### config.mk
export PLATFORM = sky130hd
export DESIGN_NAME = battery_protection_controller_flat
export DESIGN_NICKNAME = d
export VERILOG_FILES = /design/src/hdl/bpc_pkg.sv /design/src/hdl/bpc_req_if.sv /design/src/hdl/bpc_rsp_if.sv /design/src/hdl/bpc_csr.sv /design/src/hdl/bpc_mode.sv /design/src/hdl/bpc_prot.sv /design/src/hdl/battery_protection_controller.sv /design/src/flat_wrapper.sv
export VERILOG_INCLUDE_DIRS = /design/src /design/src/hdl
export SDC_FILE = /design/constraint.sdc
export NUM_CORES = 1
export LEC_CHECK = 0
export BUFFER_PORTS_ARGS = -buffer_cell sky130_fd_sc_hd__buf_2
export CORE_MARGIN = 4
export CORE_UTILIZATION = 60
export CTS_BUF_LIST = sky130_fd_sc_hd__clkbuf_4 sky130_fd_sc_hd__clkbuf_8
export DETAILED_ROUTE_END_ITERATION = 10
export PLACE_DENSITY = 0.8
export SYNTH_ARGS = -nofsm -noshare
export SYNTH_HDL_FRONTEND = slang
export SYNTH_HIERARCHICAL = 1
export SYNTH_SLANG_ARGS = --single-unit
### constraint.sdc
create_clock -name clock -period 2.5 [get_ports clock]
set_input_delay 0.25 -clock clock [delete_from_list [all_inputs] [get_ports clock]]
set_output_delay 0.25 -clock clock [all_outputs]
set_load 0.1 [all_outputs]
### src/hdl/battery_protection_controller_macros.svh
// ---------------------------------------------------------------------------
// battery protection controller assertion macros
// shared concurrent assertion forms used by the protection controller
// ---------------------------------------------------------------------------
`ifndef BATTERY_PROTECTION_CONTROLLER_MACROS_SVH
`define BATTERY_PROTECTION_CONTROLLER_MACROS_SVH

// same-cycle implication, checked outside reset
`define BPC_ASSERT_IMPLY(label, clk, rst, cond, expr, msg) \
   label: assert property (@(posedge clk) disable iff (rst) (cond) |-> (expr)) \
      else $error(msg);

// next-cycle implication, checked outside reset
`define BPC_ASSERT_NEXT(label, clk, rst, cond, expr, msg) \
   label: assert property (@(posedge clk) disable iff (rst) (cond) |=> (expr)) \
      else $error(msg);

`endif

### src/hdl/bpc_pkg.sv
// ---------------------------------------------------------------------------
// bpc_pkg
// shared widths, codes, payload and configuration types of the
// battery protection controller
// ---------------------------------------------------------------------------
package bpc_pkg;

   // field widths
   localparam int CELL_W     = 13;
   localparam int PACK_W     = 14;
   localparam int CUR_W      = 13;
   localparam int TEMP_W     = 12;
   localparam int CSR_IDX_W  = 3;
   localparam int CSR_DATA_W = 14;
   localparam int BTN_W      = 3;

   // operating mode
   typedef enum logic [1:0] {
      MODE_LOCK      = 2'd0,
      MODE_CHARGE    = 2'd1,
      MODE_DISCHARGE = 2'd2
   } bpc_mode_type;

   // fault codes in priority order
   typedef enum logic [1:0] {
      FAULT_NONE         = 2'd0,
      FAULT_OVER_TEMP    = 2'd1,
      FAULT_OVER_CURRENT = 2'd2,
      FAULT_CELL         = 2'd3
   } bpc_fault_type;

   // configuration register indexes
   typedef enum logic [CSR_IDX_W-1:0] {
      CSR_CELL_OVER     = 3'd0,
      CSR_CELL_UNDER    = 3'd1,
      CSR_PACK_OVER     = 3'd2,
      CSR_CURRENT_LIMIT = 3'd3,
      CSR_TEMP_LIMIT    = 3'd4
   } bpc_csr_index_type;

   // button bit positions in the sampled level vector
   localparam int BTN_CHG_POS = 0;
   localparam int BTN_DSG_POS = 1;
   localparam int BTN_LCK_POS = 2;

   // reset values
   localparam logic [CELL_W-1:0]        CELL_OVER_RST     = 13'd4200;
   localparam logic [CELL_W-1:0]        CELL_UNDER_RST    = 13'd2600;
   localparam logic [PACK_W-1:0]        PACK_OVER_RST     = 14'd12600;
   localparam logic [CUR_W-1:0]         CURRENT_LIMIT_RST = 13'd2600;
   localparam logic signed [TEMP_W-1:0] TEMP_LIMIT_RST    = 12'sd450;
   localparam logic [BTN_W-1:0]         BTN_RELEASED      = 3'b111;

   // request transaction
   typedef struct packed {
      logic                     charge_button_level;
      logic                     discharge_button_level;
      logic                     lock_button_level;
      logic                     measure_valid;
      logic [CELL_W-1:0]        cell1_mv;
      logic [CELL_W-1:0]        cell2_mv;
      logic [CELL_W-1:0]        cell3_mv;
      logic [PACK_W-1:0]        pack_mv;
      logic [CUR_W-1:0]         current_ma;
      logic signed [TEMP_W-1:0] temp_a_dc;
      logic signed [TEMP_W-1:0] temp_b_dc;
   } bpc_req_type;

   // response transaction
   typedef struct packed {
      logic       charge_on;
      logic       discharge_on;
      logic [1:0] mode_now;
      logic [1:0] fault_code;
      logic       protection_active;
      logic       any_cell_over;
      logic       any_cell_under;
   } bpc_rsp_type;

   // thresholds handed from the register file to the protection logic
   typedef struct packed {
      logic [CELL_W-1:0]        cell_over_mv;
      logic [CELL_W-1:0]        cell_under_mv;
      logic [PACK_W-1:0]        pack_over_mv;
      logic [CUR_W-1:0]         current_limit_ma;
      logic signed [TEMP_W-1:0] temp_limit_dc;
   } bpc_cfg_type;

   // protection state handed back to the top level
   typedef struct packed {
      logic          charge_on;
      logic          discharge_on;
      bpc_fault_type fault;
      logic          cell_over;
      logic          cell_under;
   } bpc_status_type;

endpackage

### src/hdl/bpc_req_if.sv
// ---------------------------------------------------------------------------
// bpc_req_if
// valid/ready request channel carrying one sample transaction
// ---------------------------------------------------------------------------
interface bpc_req_if import bpc_pkg::*; ();
   logic        valid;
   logic        ready;
   bpc_req_type payload;

   modport source (output valid, output payload, input ready);
   modport sink   (input valid, input payload, output ready);
endinterface

### src/hdl/bpc_rsp_if.sv
// ---------------------------------------------------------------------------
// bpc_rsp_if
// valid/ready response channel carrying one protection result transaction
// ---------------------------------------------------------------------------
interface bpc_rsp_if import bpc_pkg::*; ();
   logic        valid;
   logic        ready;
   bpc_rsp_type payload;

   modport source (output valid, output payload, input ready);
   modport sink   (input valid, input payload, output ready);
endinterface

### src/hdl/bpc_csr.sv
// ---------------------------------------------------------------------------
// bpc_csr
// threshold registers, written through the plain write port
// ---------------------------------------------------------------------------
module bpc_csr import bpc_pkg::*; (
   input  logic                  clock,
   input  logic                  reset,
   input  logic                  write_en,
   input  logic [CSR_IDX_W-1:0]  index,
   input  logic [CSR_DATA_W-1:0] write_data,
   output bpc_cfg_type           cfg
);

   bpc_cfg_type cfg_ff;
   bpc_cfg_type cfg_in;

   // decode the write, upper data bits dropped per register width
   always_comb begin
      cfg_in = cfg_ff;
      if (write_en) begin
         unique case (bpc_csr_index_type'(index))
            CSR_CELL_OVER:     cfg_in.cell_over_mv     = write_data[CELL_W-1:0];
            CSR_CELL_UNDER:    cfg_in.cell_under_mv    = write_data[CELL_W-1:0];
            CSR_PACK_OVER:     cfg_in.pack_over_mv     = write_data[PACK_W-1:0];
            CSR_CURRENT_LIMIT: cfg_in.current_limit_ma = write_data[CUR_W-1:0];
            CSR_TEMP_LIMIT:    cfg_in.temp_limit_dc    = signed'(write_data[TEMP_W-1:0]);
            default:           cfg_in = cfg_ff;
         endcase
      end
   end

   // register storage
   always_ff @(posedge clock) begin
      if (reset) begin
         cfg_ff.cell_over_mv     <= CELL_OVER_RST;
         cfg_ff.cell_under_mv    <= CELL_UNDER_RST;
         cfg_ff.pack_over_mv     <= PACK_OVER_RST;
         cfg_ff.current_limit_ma <= CURRENT_LIMIT_RST;
         cfg_ff.temp_limit_dc    <= TEMP_LIMIT_RST;
      end else begin
         cfg_ff <= cfg_in;
      end
   end

   assign cfg = cfg_ff;

endmodule

### src/hdl/bpc_mode.sv
// ---------------------------------------------------------------------------
// bpc_mode
// button falling-edge detection and mode register
// ---------------------------------------------------------------------------
module bpc_mode import bpc_pkg::*; (
   input  logic             clock,
   input  logic             reset,
   input  logic             enable,
   input  logic [BTN_W-1:0] buttons,
   output bpc_mode_type     mode_in,
   output bpc_mode_type     mode_ff
);

   logic [BTN_W-1:0] prev_buttons_ff;
   logic [BTN_W-1:0] fell;

   // active-low buttons: a press is a 1 -> 0 transition
   assign fell = prev_buttons_ff & ~buttons;

   // lock beats discharge beats charge
   always_comb begin
      priority if (fell[BTN_LCK_POS])   mode_in = MODE_LOCK;
      else if (fell[BTN_DSG_POS])       mode_in = MODE_DISCHARGE;
      else if (fell[BTN_CHG_POS])       mode_in = MODE_CHARGE;
      else                              mode_in = mode_ff;
   end

   // mode and previous button levels
   always_ff @(posedge clock) begin
      if (reset) begin
         mode_ff         <= MODE_LOCK;
         prev_buttons_ff <= BTN_RELEASED;
      end else if (enable) begin
         mode_ff         <= mode_in;
         prev_buttons_ff <= buttons;
      end
   end

endmodule

### src/hdl/bpc_prot.sv
// ---------------------------------------------------------------------------
// bpc_prot
// threshold compares, fault priority and FET drive state
// ---------------------------------------------------------------------------
module bpc_prot import bpc_pkg::*; (
   input  logic           clock,
   input  logic           reset,
   input  logic           enable,
   input  bpc_req_type    sample,
   input  bpc_cfg_type    cfg,
   input  bpc_mode_type   mode,
   output bpc_status_type status
);

   bpc_status_type status_ff;
   bpc_status_type status_in;

   logic                     over;
   logic                     under;
   logic                     temp_trip;
   logic                     current_trip;
   logic                     pack_full;
   logic signed [TEMP_W-1:0] temp_a;
   logic signed [TEMP_W-1:0] temp_b;
   bpc_fault_type            fault_in;

   assign temp_a = sample.temp_a_dc;
   assign temp_b = sample.temp_b_dc;

   // parallel threshold compares
   assign over = (sample.cell1_mv >= cfg.cell_over_mv)
              || (sample.cell2_mv >= cfg.cell_over_mv)
              || (sample.cell3_mv >= cfg.cell_over_mv);
   assign under = (sample.cell1_mv <= cfg.cell_under_mv)
               || (sample.cell2_mv <= cfg.cell_under_mv)
               || (sample.cell3_mv <= cfg.cell_under_mv);
   assign temp_trip    = (temp_a >= cfg.temp_limit_dc) || (temp_b >= cfg.temp_limit_dc);
   assign current_trip = sample.current_ma >= cfg.current_limit_ma;
   assign pack_full    = sample.pack_mv >= cfg.pack_over_mv;

   // fault priority
   always_comb begin
      priority if (temp_trip)    fault_in = FAULT_OVER_TEMP;
      else if (current_trip)     fault_in = FAULT_OVER_CURRENT;
      else if (over && under)    fault_in = FAULT_CELL;
      else                       fault_in = FAULT_NONE;
   end

   // FET drive: any fault forces both off, otherwise the mode decides
   always_comb begin
      status_in.fault        = fault_in;
      status_in.cell_over    = over;
      status_in.cell_under   = under;
      status_in.charge_on    = 1'b0;
      status_in.discharge_on = 1'b0;
      if (fault_in == FAULT_NONE) begin
         unique case (mode)
            MODE_CHARGE:    status_in.charge_on    = !(over || pack_full);
            MODE_DISCHARGE: status_in.discharge_on = !under;
            default: begin
               status_in.charge_on    = 1'b0;
               status_in.discharge_on = 1'b0;
            end
         endcase
      end
   end

   // state holds until the next valid measurement
   always_ff @(posedge clock) begin
      if (reset) begin
         status_ff.charge_on    <= 1'b0;
         status_ff.discharge_on <= 1'b0;
         status_ff.fault        <= FAULT_NONE;
         status_ff.cell_over    <= 1'b0;
         status_ff.cell_under   <= 1'b0;
      end else if (enable && sample.measure_valid) begin
         status_ff <= status_in;
      end
   end

   assign status = status_ff;

endmodule

### src/hdl/battery_protection_controller.sv
// ---------------------------------------------------------------------------
// battery_protection_controller
// three-cell battery protection: button mode select, fault checks, FET drive
// ---------------------------------------------------------------------------
// Each request transaction is taken into an input register and evaluated
// from there; the result is held in the response register, which is also the
// protection state. One transaction per clock is sustained while responses
// are taken: a request is accepted whenever the input register is empty or
// moves on, and it moves on whenever the response register is empty or being
// taken. The user must write thresholds through the csr port while no
// transaction is in flight; the block does not enforce it. No clearing pass.
`include "battery_protection_controller_macros.svh"

module battery_protection_controller import bpc_pkg::*; (
   input  logic                  clock,
   input  logic                  reset,
   bpc_req_if.sink               req_ch,
   bpc_rsp_if.source             rsp_ch,
   input  logic                  csr_write_en,
   input  logic [CSR_IDX_W-1:0]  csr_index,
   input  logic [CSR_DATA_W-1:0] csr_write_data
);

   logic           in_valid_ff;
   logic           in_valid_in;
   bpc_req_type    in_data_ff;
   logic           rsp_valid_ff;
   logic           rsp_valid_in;
   logic           out_free;
   logic           eval_fire;
   logic           req_fire;
   bpc_cfg_type    cfg;
   bpc_mode_type   mode_in;
   bpc_mode_type   mode_ff;
   bpc_status_type status;

   // handshake control
   assign out_free     = !rsp_valid_ff || rsp_ch.ready;
   assign eval_fire    = in_valid_ff && out_free;
   assign req_ch.ready = !in_valid_ff || out_free;
   assign req_fire     = req_ch.valid && req_ch.ready;

   always_comb begin
      in_valid_in  = in_valid_ff;
      rsp_valid_in = rsp_valid_ff;
      if (req_ch.ready) begin
         in_valid_in = req_ch.valid;
      end
      if (out_free) begin
         rsp_valid_in = in_valid_ff;
      end
   end

   always_ff @(posedge clock) begin
      if (reset) begin
         in_valid_ff  <= 1'b0;
         rsp_valid_ff <= 1'b0;
      end else begin
         in_valid_ff  <= in_valid_in;
         rsp_valid_ff <= rsp_valid_in;
      end
   end

   // input register, payload only
   always_ff @(posedge clock) begin
      if (req_fire) begin
         in_data_ff <= req_ch.payload;
      end
   end

   // threshold registers
   bpc_csr u_csr (
      .clock      (clock),
      .reset      (reset),
      .write_en   (csr_write_en),
      .index      (csr_index),
      .write_data (csr_write_data),
      .cfg        (cfg)
   );

   // mode select
   bpc_mode u_mode (
      .clock   (clock),
      .reset   (reset),
      .enable  (eval_fire),
      .buttons ({in_data_ff.lock_button_level,
                 in_data_ff.discharge_button_level,
                 in_data_ff.charge_button_level}),
      .mode_in (mode_in),
      .mode_ff (mode_ff)
   );

   // protection evaluation
   bpc_prot u_prot (
      .clock  (clock),
      .reset  (reset),
      .enable (eval_fire),
      .sample (in_data_ff),
      .cfg    (cfg),
      .mode   (mode_in),
      .status (status)
   );

   // response transaction straight from the state registers
   assign rsp_ch.valid                     = rsp_valid_ff;
   assign rsp_ch.payload.charge_on         = status.charge_on;
   assign rsp_ch.payload.discharge_on      = status.discharge_on;
   assign rsp_ch.payload.mode_now          = mode_ff;
   assign rsp_ch.payload.fault_code        = status.fault;
   assign rsp_ch.payload.protection_active = (status.fault != FAULT_NONE);
   assign rsp_ch.payload.any_cell_over     = status.cell_over;
   assign rsp_ch.payload.any_cell_under    = status.cell_under;

   // design checks
   `BPC_ASSERT_IMPLY(a_fet_exclusive, clock, reset, 1'b1,
      !(status.charge_on && status.discharge_on), "both FETs driven on")
   `BPC_ASSERT_IMPLY(a_fault_fets_off, clock, reset, status.fault != FAULT_NONE,
      !status.charge_on && !status.discharge_on, "FET on while a fault is active")
   `BPC_ASSERT_NEXT(a_eval_to_rsp, clock, reset, eval_fire,
      rsp_valid_ff, "evaluated transaction not presented on the response")

endmodule
### src/flat_wrapper.sv
// flat-port wrapper written by rule: the top's interface ports become plain ports
module battery_protection_controller_flat import bpc_pkg::*;
  (clock, reset, csr_write_en, csr_index, csr_write_data, req_ch_valid, req_ch_payload, req_ch_ready, rsp_ch_valid, rsp_ch_payload, rsp_ch_ready);
  bpc_req_if req_ch_i ();
  bpc_rsp_if rsp_ch_i ();
  input  logic clock;
  input  logic reset;
  input  logic csr_write_en;
  input  logic [CSR_IDX_W-1:0] csr_index;
  input  logic [CSR_DATA_W-1:0] csr_write_data;
  input wire logic [$bits(req_ch_i.valid)-1:0] req_ch_valid;
  input wire logic [$bits(req_ch_i.payload)-1:0] req_ch_payload;
  output wire logic [$bits(req_ch_i.ready)-1:0] req_ch_ready;
  output wire logic [$bits(rsp_ch_i.valid)-1:0] rsp_ch_valid;
  output wire logic [$bits(rsp_ch_i.payload)-1:0] rsp_ch_payload;
  input wire logic [$bits(rsp_ch_i.ready)-1:0] rsp_ch_ready;
  assign req_ch_i.valid = req_ch_valid;
  assign req_ch_i.payload = req_ch_payload;
  assign req_ch_ready = req_ch_i.ready;
  assign rsp_ch_valid = rsp_ch_i.valid;
  assign rsp_ch_payload = rsp_ch_i.payload;
  assign rsp_ch_i.ready = rsp_ch_ready;
  battery_protection_controller u_core (.clock(clock), .reset(reset), .req_ch(req_ch_i), .rsp_ch(rsp_ch_i), .csr_write_en(csr_write_en), .csr_index(csr_index), .csr_write_data(csr_write_data));
endmodule
==> results of run 1 <==
[worst min-delay path, cell delays in order]
cell,delay [ns]
buf_2,0.10
inv_1,0.06
a21oi_2,0.04
[cell usage in the layout, fill, tap and decap left out, types with 17 or more instances in the layout]
cell type	synthesis	layout
dfxtp_1	78	78
inv_1	82	81
dlygate4sd3_1	0	94
nand4_1	19	19
edfxtp_1	94	94
buf_2	8	126
mux2i_1	65	65
nand2b_1	61	60
clkbuf_8	0	17
nor2_1	48	48
nand2_1	22	22
a21oi_1	40	40
ha_1	129	128
[flip-flops by register name, summed over array words and instances, names as in the netlist]
name,cells
u_core/in_data_ff,94
u_core/in_valid_ff,1
u_core/rsp_ch.valid,1
u_core/u_csr/cfg,65
u_core/u_mode/mode_ff,2
u_core/u_mode/prev_buttons_ff,3
u_core/u_prot/status,6
[metrics by stage]
step,worst slack (ns),utilization (%)
2_1_floorplan,0.1049,-
3_3_place_gp,0.1507,67.34
3_5_place_dp,0.1185,67.34
4_1_cts,0.08819,76.32
5_1_grt,-0.08457,76.55
6_report,0.02581,76.55
[per-layer routing]
metal	part of all wire [%]	GRT usage (%)	vias up
met3	5.4	5.122	20
met1	43	33.13	3163
li1	-	-	3319
met2	50	43.29	212
met5	0	0	-
met4	1.1	6.352	0
[repair_timing]
action	in CTS	in global routing
endpoints found under the hold margin	94	0
setup endpoints to repair	0	4
resized for setup	0	5
hold buffers	94	0
[final cells by class]
type,instances,area share [%]
tap,184,2.054
clock buffer,17,2.087
timing repair buffer,225,14.58
sequential,172,39.11
multi-input combinational,520,38.14
clock inverter,15,1.261
inverter,83,2.779
[logic make-up after synthesis]
kind of cell / Yosys count
and+or+nand+nor: 214
muxes: 66
adders and majority gates: 129
AOI/OAI and AO/OA: 111
buffers and inverters: 101
DFF: 172
[worst max path at each step]
stage                              endpoint  depth (start not counted)  slack (ns)             startpoint
floorplan              u_core/in_data_ff[0]                          2        0.10    u_core/rsp_ch.valid
global placement    u_core/u_prot/status[5]                          9        0.15   u_core/u_csr/cfg[54]
detailed placement  u_core/u_prot/status[5]                          8        0.12  u_core/in_data_ff[66]
CTS                 u_core/u_prot/status[5]                          8        0.09  u_core/in_data_ff[66]
global route        u_core/u_prot/status[4]                          9       -0.08  u_core/in_data_ff[24]
finish              u_core/u_prot/status[4]                          9        0.03  u_core/in_data_ff[24]
[power by group]
| group | internal (uW) | leakage, uW | total, uW | switching, uW |
|---|---|---|---|---|
| logic | 404 | 0.00337 | 849 | 444 |
| clock network | 801 | 0.000177 | 1870 | 1070 |
| registers | 3110 | 0.00155 | 3180 | 65.2 |
| total | 4320 | 0.00510 | 5900 | 1580 |
==> impl_metrics.tcl, run 1 <==
set metrics [dict create \
    multi_input_area_um2 4275 \
    worstSkewPairLatency_ns 0.46 \
    grt_usage_pct 25.30 \
    critPathLaunchType "flip-flop" \
    yosys_warnings 6 \
    fillers 971 \
    core_um2 14640 \
    worstPathMaxFanout 3 \
    syn_area_per_cell_um2 11.39 \
    drive_gt1_share_pct 17.93 \
    crit_path_max_incr_delay_ns 0.39 \
    reg2reg_to "u_core/u_prot/status[4]" \
    gp_congestion 0.8958 \
    yosys.area_share.simple_pct 13.37 \
    portBuffers 126 \
    initial_core_util_pct 61.66 \
    tightest_slew_ns 1.017 \
    synth_top_family_by_area "adder cells" \
    num_vias 6714 \
    synthTopCellsByArea "edfxtp_1, ha_1, dfxtp_1, mux2i_1, nand2b_1" \
    rows 44 \
    r2r_setup_slack_ns 0.03 \
    syn_nets 1038 \
    htree_levels 4 \
    seqCellArea_um2 4384 \
    synthTopCellsByCount "ha_1, edfxtp_1, inv_1" \
    cts.clk_slew.worst_paths_ns 0.09 \
    crit_family "compound AO/OA/AOI/OAI gates" \
    die_w_um 130.7 \
    total_power_uw 5899 \
    drtIter0Drc 486 \
    seq_area_frac_synth_pct 48.55 \
    ys.flop_type "edfxtp_1" \
    criticalPathCategory "flip-flop to flip-flop" \
    stdcell_area_um2 11210 \
    yosysTopAreaCellShare_pct 31.26 \
    synth-xor-area-share_pct 0 \
    min-delay-start "req_ch_valid" \
    crit_buf_inv 1 \
    crit_path_frequent_cell "a211o_1" \
    fin_skew_ns 0.006861 \
    routedWlPerCell_um 17.18 \
    grt_pass1_vias 6813 \
    final_cell_count_no_fill 1216 \
    cts_buffer_depth 2 \
    reg2reg_from "u_core/in_data_ff[24]" \
    ant_nets 0 \
    hp-class "primary input to flip-flop" \
    antenna_found_initial 0 \
    tns_ns 0 \
    synthMuxAreaShare_pct 7.330 \
    period_needed_ns 2.474 \
    placed_cell_area_um2 9861 \
    area_growth_pct 24.15 \
    slew_viol_final 0 \
    grt_max_degree 104 \
    viasPerCell 5.521 \
    cts_tree "done" \
    synth_compound_area_share_pct 8.397 \
    grt_pass1_wl_mm 33.35 \
    cts_root_buf "clkbuf_8" \
    synth_area_leader_cell "edfxtp_1" \
    syn_inst 793 \
    die_height_um 130.7 \
    synthArstFlopShare_pct 0 \
    firstDrtPassIters 5 \
    fmaxAchievable_ghz 0.4042 \
    cap_violations 0 \
    final_nets 1264 \
    crit_arrival_ns 2.83 \
    max_slew_margin_pct 31.87 \
    ir_drop_mv 0.4807 \
    placed_cells 1090 \
    setup_viol 0 \
    holdWs_ns 0.04066 \
    p_per_area_nw_per_um2 526.2 \
    worstPathRequired_ns 2.86 \
    gr-total-overflow 0 \
    hold-path-cell-count 3 \
    syn_area_um2 9030 \
    synth_cell_types 59 \
    ys_ff_latch 172 \
    end_kind "flip-flop" \
    io_pins 127 \
    outcome "completed" \
    path_cells "inv_2, ha_4, nand2b_4, a21o_1, a211o_1, a211o_1, a221oi_4, nand3b_4, o41ai_2" \
    cts.sinks 172 \
    hold_violations 0 \
    whs_endpoint "u_core/in_valid_ff" \
    drt_drc_violations_left 0 \
    ff2ff_path_depth 9 \
    leakagePower_uw 0.005102 \
    antennaDiodeCount 0 \
    hpwl_mm 14.36 \
    cp_slowest_cell "edfxtp_1" \
    cts_buffers 17 \
    postCtsSetupRepairBufs 0 \
    fin_crit_sh_pct 98.97 \
    dieArea_um2 17080 \
    synth_fa_ha_area_share_pct 17.87 \
    synth_edf_count 94 \
    wl_mm 20.89 \
    rsz0062_at_grt "true" \
    yosysMostFrequentCell "ha_1" \
]
Power figures use the tool's default switching activity.
==> run 2, diff against run 1 <==
CORE_MARGIN = default   (was 4)
==> run 2 against run 1 <==
Global-route usage up 3.0 points. Maximum frequency up 3.6%. Hold slack worse by 0.016 ns. Largest power group unchanged. Clock-buffer cell count up 1. Core utilization up 0.89 points. Cell count up 0.25%. Largest cell class unchanged.
==> impl_metrics.tcl, run 2 (same netlist as run 1, synthesis figures left out) <==
set metrics [dict create \
    fin_util_pct 77.44 \
    regMostFlops "u_core/in_data_ff" \
    viasPerCell 5.523 \
    placed_cells 1092 \
    globalRouteMet1Util_pct 34.65 \
    grt_pass1_wl_mm 34.07 \
    use_met2_pct 48.07 \
    path_cells "inv_1, ha_1, nand2b_1, a21o_1, a211o_1, a211o_1, a221oi_4, nand3b_2, o41ai_2" \
    slew_viol_final 0 \
    fin_skew_ns 0.02378 \
    drt_drc_violations_left 0 \
    r2r_setup_slack_ns 0.11 \
    dieArea_um2 15540 \
    io_pins 127 \
    reg2reg_to "u_core/u_prot/status[4]" \
    tightest_slew_ns 1.038 \
    cts_buffers 17 \
    crit_path_frequent_cell "a211o_1" \
    worstSkewPairLatency_ns 0.48 \
    drtIter0Drc 416 \
    ff2ff_path_depth 9 \
    ant_nets 0 \
    cap_violations 0 \
    cp_slowest_cell "edfxtp_1" \
    top_usage_layer "met2" \
    most-common-layout-cells "ha_1, buf_2, dlygate4sd3_1, edfxtp_1, inv_1" \
    setup_viol 0 \
    final_nets 1267 \
    hold-path-cell-count 3 \
    htree_levels 4 \
    num_vias 6732 \
    min-delay-start "req_ch_valid" \
    antennaDiodeCount 0 \
    core_um2 14590 \
    cts_buffer_depth 2 \
    outcome "completed" \
    worstPathRequired_ns 2.87 \
    largest_reg_flops 94 \
    crit_path_max_incr_delay_ns 0.37 \
    seqCellArea_um2 4384 \
    hold_violations 0 \
    cts_root_buf "clkbuf_8" \
    firstDrtPassIters 5 \
    end_kind "flip-flop" \
    grt_pass1_vias 7073 \
    hpwl_mm 14.18 \
    fin_crit_sh_pct 95.55 \
    die_w_um 124.7 \
    multi_input_area_um2 4259 \
    grt_max_degree 95 \
    critPathLaunchType "flip-flop" \
    grtUsageMet3_pct 6.744 \
    final_cell_count_no_fill 1219 \
    gp_congestion 0.8668 \
    fillers 929 \
    period_needed_ns 2.389 \
    whs_endpoint "u_core/in_valid_ff" \
    hp-class "primary input to flip-flop" \
    layout_commonest_cell "ha_1" \
    p_per_area_nw_per_um2 556.7 \
    antenna_found_initial 0 \
    gr-total-overflow 0 \
    worstPathMaxFanout 3 \
    cts.clk_slew.worst_paths_ns 0.09 \
    ir_drop_mv 0.4236 \
    worstSetupStartpoint "u_core/in_data_ff[24]" \
    die_height_um 124.7 \
    wl_mm 21.33 \
    tns_ns 0 \
    drive_gt1_share_pct 17.97 \
    fmaxAchievable_ghz 0.4186 \
    crit_arrival_ns 2.76 \
    routedWlPerCell_um 17.49 \
    max_slew_margin_pct 30.44 \
    area_growth_pct 25.12 \
    reg2reg_from "u_core/in_data_ff[24]" \
    rows 44 \
    cts_tree "done" \
    grt_usage_pct 28.27 \
    initial_core_util_pct 61.90 \
    cts.sinks 172 \
    criticalPathCategory "flip-flop to flip-flop" \
    leakagePower_uw 0.005149 \
    portBuffers 126 \
]
run 2: where the power goes:
part	switching, uW	internal, uW
Combinational	453	409
Clock	1040	1210
Sequential	66.4	3110
run 2: worst max-delay path by stage:
stage,to,slack [ns]
5_1_grt,u_core/u_prot/status[5],-0.005
2_1_floorplan,u_core/in_data_ff[0],0.10
4_1_cts,u_core/u_prot/status[5],0.08
3_3_place_gp,u_core/u_prot/status[5],0.18
3_5_place_dp,u_core/u_prot/status[5],0.11
6_report,u_core/u_prot/status[4],0.11
run 2: worst max-delay path: cells and delay by family, from the launching register on:
kind                     cells  cell delay, ns
flip-flops                   1            0.37
AO/OA/AOI/OAI                5            1.35
adder cells (fa/ha/maj)      1            0.21
buffers and inverters        1            0.07
AND/OR/NAND/NOR              2            0.29
run 2: repair_timing:
action,CTS,global route
setup buffers,0,1
setup endpoints to repair,0,3
endpoints found under the hold margin,94,0
hold buffers,94,0
gates resized for setup,0,2
run 2: cell type report:
| class | count | share of cell area (%) |
|---|---|---|
| Sequential cell | 172 | 38.80 |
| Timing Repair Buffer | 228 | 14.66 |
| Multi-Input combinational cell | 520 | 37.70 |
| Inverter | 83 | 2.757 |
| Clock inverter | 14 | 1.905 |
| Clock buffer | 18 | 2.137 |
| Tap cell | 184 | 2.038 |
run 2: routing by layer:
| metal | part of all wire, % | up-vias |
|---|---|---|
| li1 | - | 3325 |
| met1 | 43 | 3155 |
| met3 | 5.1 | 43 |
| met4 | 2.6 | 0 |
| met5 | 0 | - |
| met2 | 49 | 209 |
run 2: through the flow:
step                      setup slack [ns]  instance area, um2  power [uW]  hold slack, ns
after floorplan                     0.1049                9030        3690          0.3124
after global placement              0.1840                9882        3930          0.4261
after detailed placement            0.1126                9882        3955          0.4281
after CTS                          0.08345               11280        6285       0.0008078
after global routing             -0.004999               11300        6556        0.002600
final                               0.1113               11300        6290         0.02441
==> run 3, diff against run 2 <==
CORE_ASPECT_RATIO = 1.4   (was default)
==> run 3 against run 2 <==
Via count fell by 0.73%. Final area fell by 0.22%. Clock skew is 0.012 ns lower. Largest cell class unchanged. Cell count up 1.1%. Wire length is 4.3% lower. Die area barely moved. First-iteration DRC count decreased by 44%. Global-route usage fell by 1.1 points.
==> impl_metrics.tcl, run 3 (same netlist as run 1, synthesis figures left out) <==
set metrics [dict create \
    worstPathMaxFanout 3 \
    placed_cell_area_um2 9930 \
    criticalPathCategory "flip-flop to flip-flop" \
    fillers 958 \
    ir_drop_mv 0.4531 \
    placed_cells 1105 \
    crit_buf_inv 1 \
    drt_drc_violations_left 0 \
    max_slew_margin_pct 47.92 \
    end_kind "flip-flop" \
    portBuffers 126 \
    stdcell_area_um2 11270 \
    tns_ns 0 \
    grt_pass1_wl_mm 32.40 \
    routedWlPerCell_um 16.57 \
    crit_path_max_incr_delay_ns 0.38 \
    firstDrtPassIters 5 \
    final_nets 1275 \
    crit_family "compound AO/OA/AOI/OAI gates" \
    path_cells "inv_1, ha_1, a21o_1, a21o_1, a211oi_2, o21ai_0, a211o_1, a211o_1, o21ai_0" \
    wl_mm 20.41 \
    tightest_slew_ns 0.7812 \
    outcome "completed" \
    regMostFlops "u_core/in_data_ff" \
    final_cell_count_no_fill 1232 \
    setup_viol 0 \
    drive_gt1_share_pct 18.60 \
    period_needed_ns 2.437 \
    dieArea_um2 15550 \
    die_w_um 105.7 \
    initial_core_util_pct 61.96 \
    gr-total-overflow 0 \
    grt_max_degree 95 \
    hold_violations 0 \
    cts_root_buf "clkbuf_8" \
    cap_violations 0 \
    leakagePower_uw 0.005155 \
    hpwl_mm 14.12 \
    cts_buffers 17 \
    slew_viol_final 0 \
    htree_levels 4 \
    setup_ws_ns 0.06293 \
    cts_buffer_depth 2 \
    ff2ff_path_depth 9 \
    hold-path-cell-count 3 \
    cts_tree "done" \
    grt_pass1_vias 7015 \
    io_pins 127 \
    layout_commonest_cell "ha_1" \
    crit_arrival_ns 2.83 \
    path_depth 9 \
    hp-class "primary input to flip-flop" \
    rows 52 \
    num_vias 6683 \
    p_per_area_nw_per_um2 526.7 \
    cts.sinks 172 \
    fin_util_pct 77.35 \
    fmaxAchievable_ghz 0.4103 \
    worstSkewPairLatency_ns 0.45 \
    die_height_um 147.2 \
    ant_nets 0 \
    gp_congestion 0.8630 \
    fin_skew_ns 0.01167 \
    fin_crit_sh_pct 97.48 \
    grt_usage_pct 27.19 \
    cp_slowest_cell "a211o_1" \
    area_growth_pct 24.84 \
    most-common-layout-cells "ha_1, buf_2, dlygate4sd3_1, edfxtp_1, inv_1" \
    post-place-ws_ns 0.07428 \
    largest_reg_flops 94 \
    worstPathRequired_ns 2.89 \
    antenna_found_initial 1 \
    core_um2 14570 \
    viasPerCell 5.425 \
    antennaDiodeCount 0 \
    drtIter0Drc 233 \
    cts.clk_slew.worst_paths_ns 0.09 \
    critPathLaunchType "flip-flop" \
]
## run 3: changes by cell type in the layout (fill, tap and decap cells not counted), sizes merged
cell / before / now
buf: 134 / 142
bufinv: 5 / 2
clkbuf: 18 / 17
clkinv: 6 / 10
clkinvlp: 1 / 0
inv: 85 / 86
## run 3: cell type report
| cell class | count | area (um2) | share of cell area (%) |
|---|---|---|---|
| Inverter | 83 | 311.5 | 2.764 |
| Multi-Input combinational cell | 520 | 4258 | 37.77 |
| Clock buffer | 17 | 234.0 | 2.075 |
| Clock inverter | 15 | 145.1 | 1.287 |
| Sequential cell | 172 | 4384 | 38.89 |
| Timing Repair Buffer | 236 | 1704 | 15.12 |
| Tap cell | 189 | 236.5 | 2.098 |
## run 3: final timing paths
check                                           from                       to  slack [ns]
worst max-delay path            u_core/u_csr/cfg[54]  u_core/u_prot/status[5]        0.06
worst min-delay path                    req_ch_valid       u_core/in_valid_ff        0.04
worst max register to register  u_core/u_csr/cfg[54]  u_core/u_prot/status[5]        0.06
worst min register to register  u_core/u_csr/cfg[45]     u_core/u_csr/cfg[45]        0.47
## run 3: routing by layer
| layer | share of wire, % | vias to the layer above | track usage [%] |
|---|---|---|---|
| li1 | - | 3338 | - |
| met1 | 39 | 3116 | 28.84 |
| met2 | 53 | 169 | 50.23 |
| met3 | 3.5 | 58 | 5.013 |
| met4 | 4.2 | 2 | 14.79 |
| met5 | 0.049 | - | 0 |
## run 3: through the flow
stage | power [uW] | hold slack, ns
3_5_place_dp | 3960 | 0.4281
6_report | 5938 | 0.04160
3_3_place_gp | 3938 | 0.4259
5_1_grt | 6196 | 0.03047
4_1_cts | 5951 | 0.001779
2_1_floorplan | 3690 | 0.3124
## run 3: tightest hold or removal path: cells and delay by family
kind                   cells  cell delay (ns)
AOI/OAI and AO/OA          1             0.04
buffers and inverters      2             0.17
## run 3: power breakdown
part / internal (uW) / leakage [uW] / total, uW / switching, uW
clock network: 886 / 0.000202 / 1900 / 1020
logic: 412 / 0.00340 / 852 / 440
registers: 3110 / 0.00155 / 3180 / 67.4
## run 3: what timing repair did
item | in CTS | in global routing
hold endpoints to repair | 94 | 0
endpoints found under the setup margin | 0 | 3
gates resized for setup | 0 | 3
setup buffers | 0 | 1
hold buffers | 94 | 0
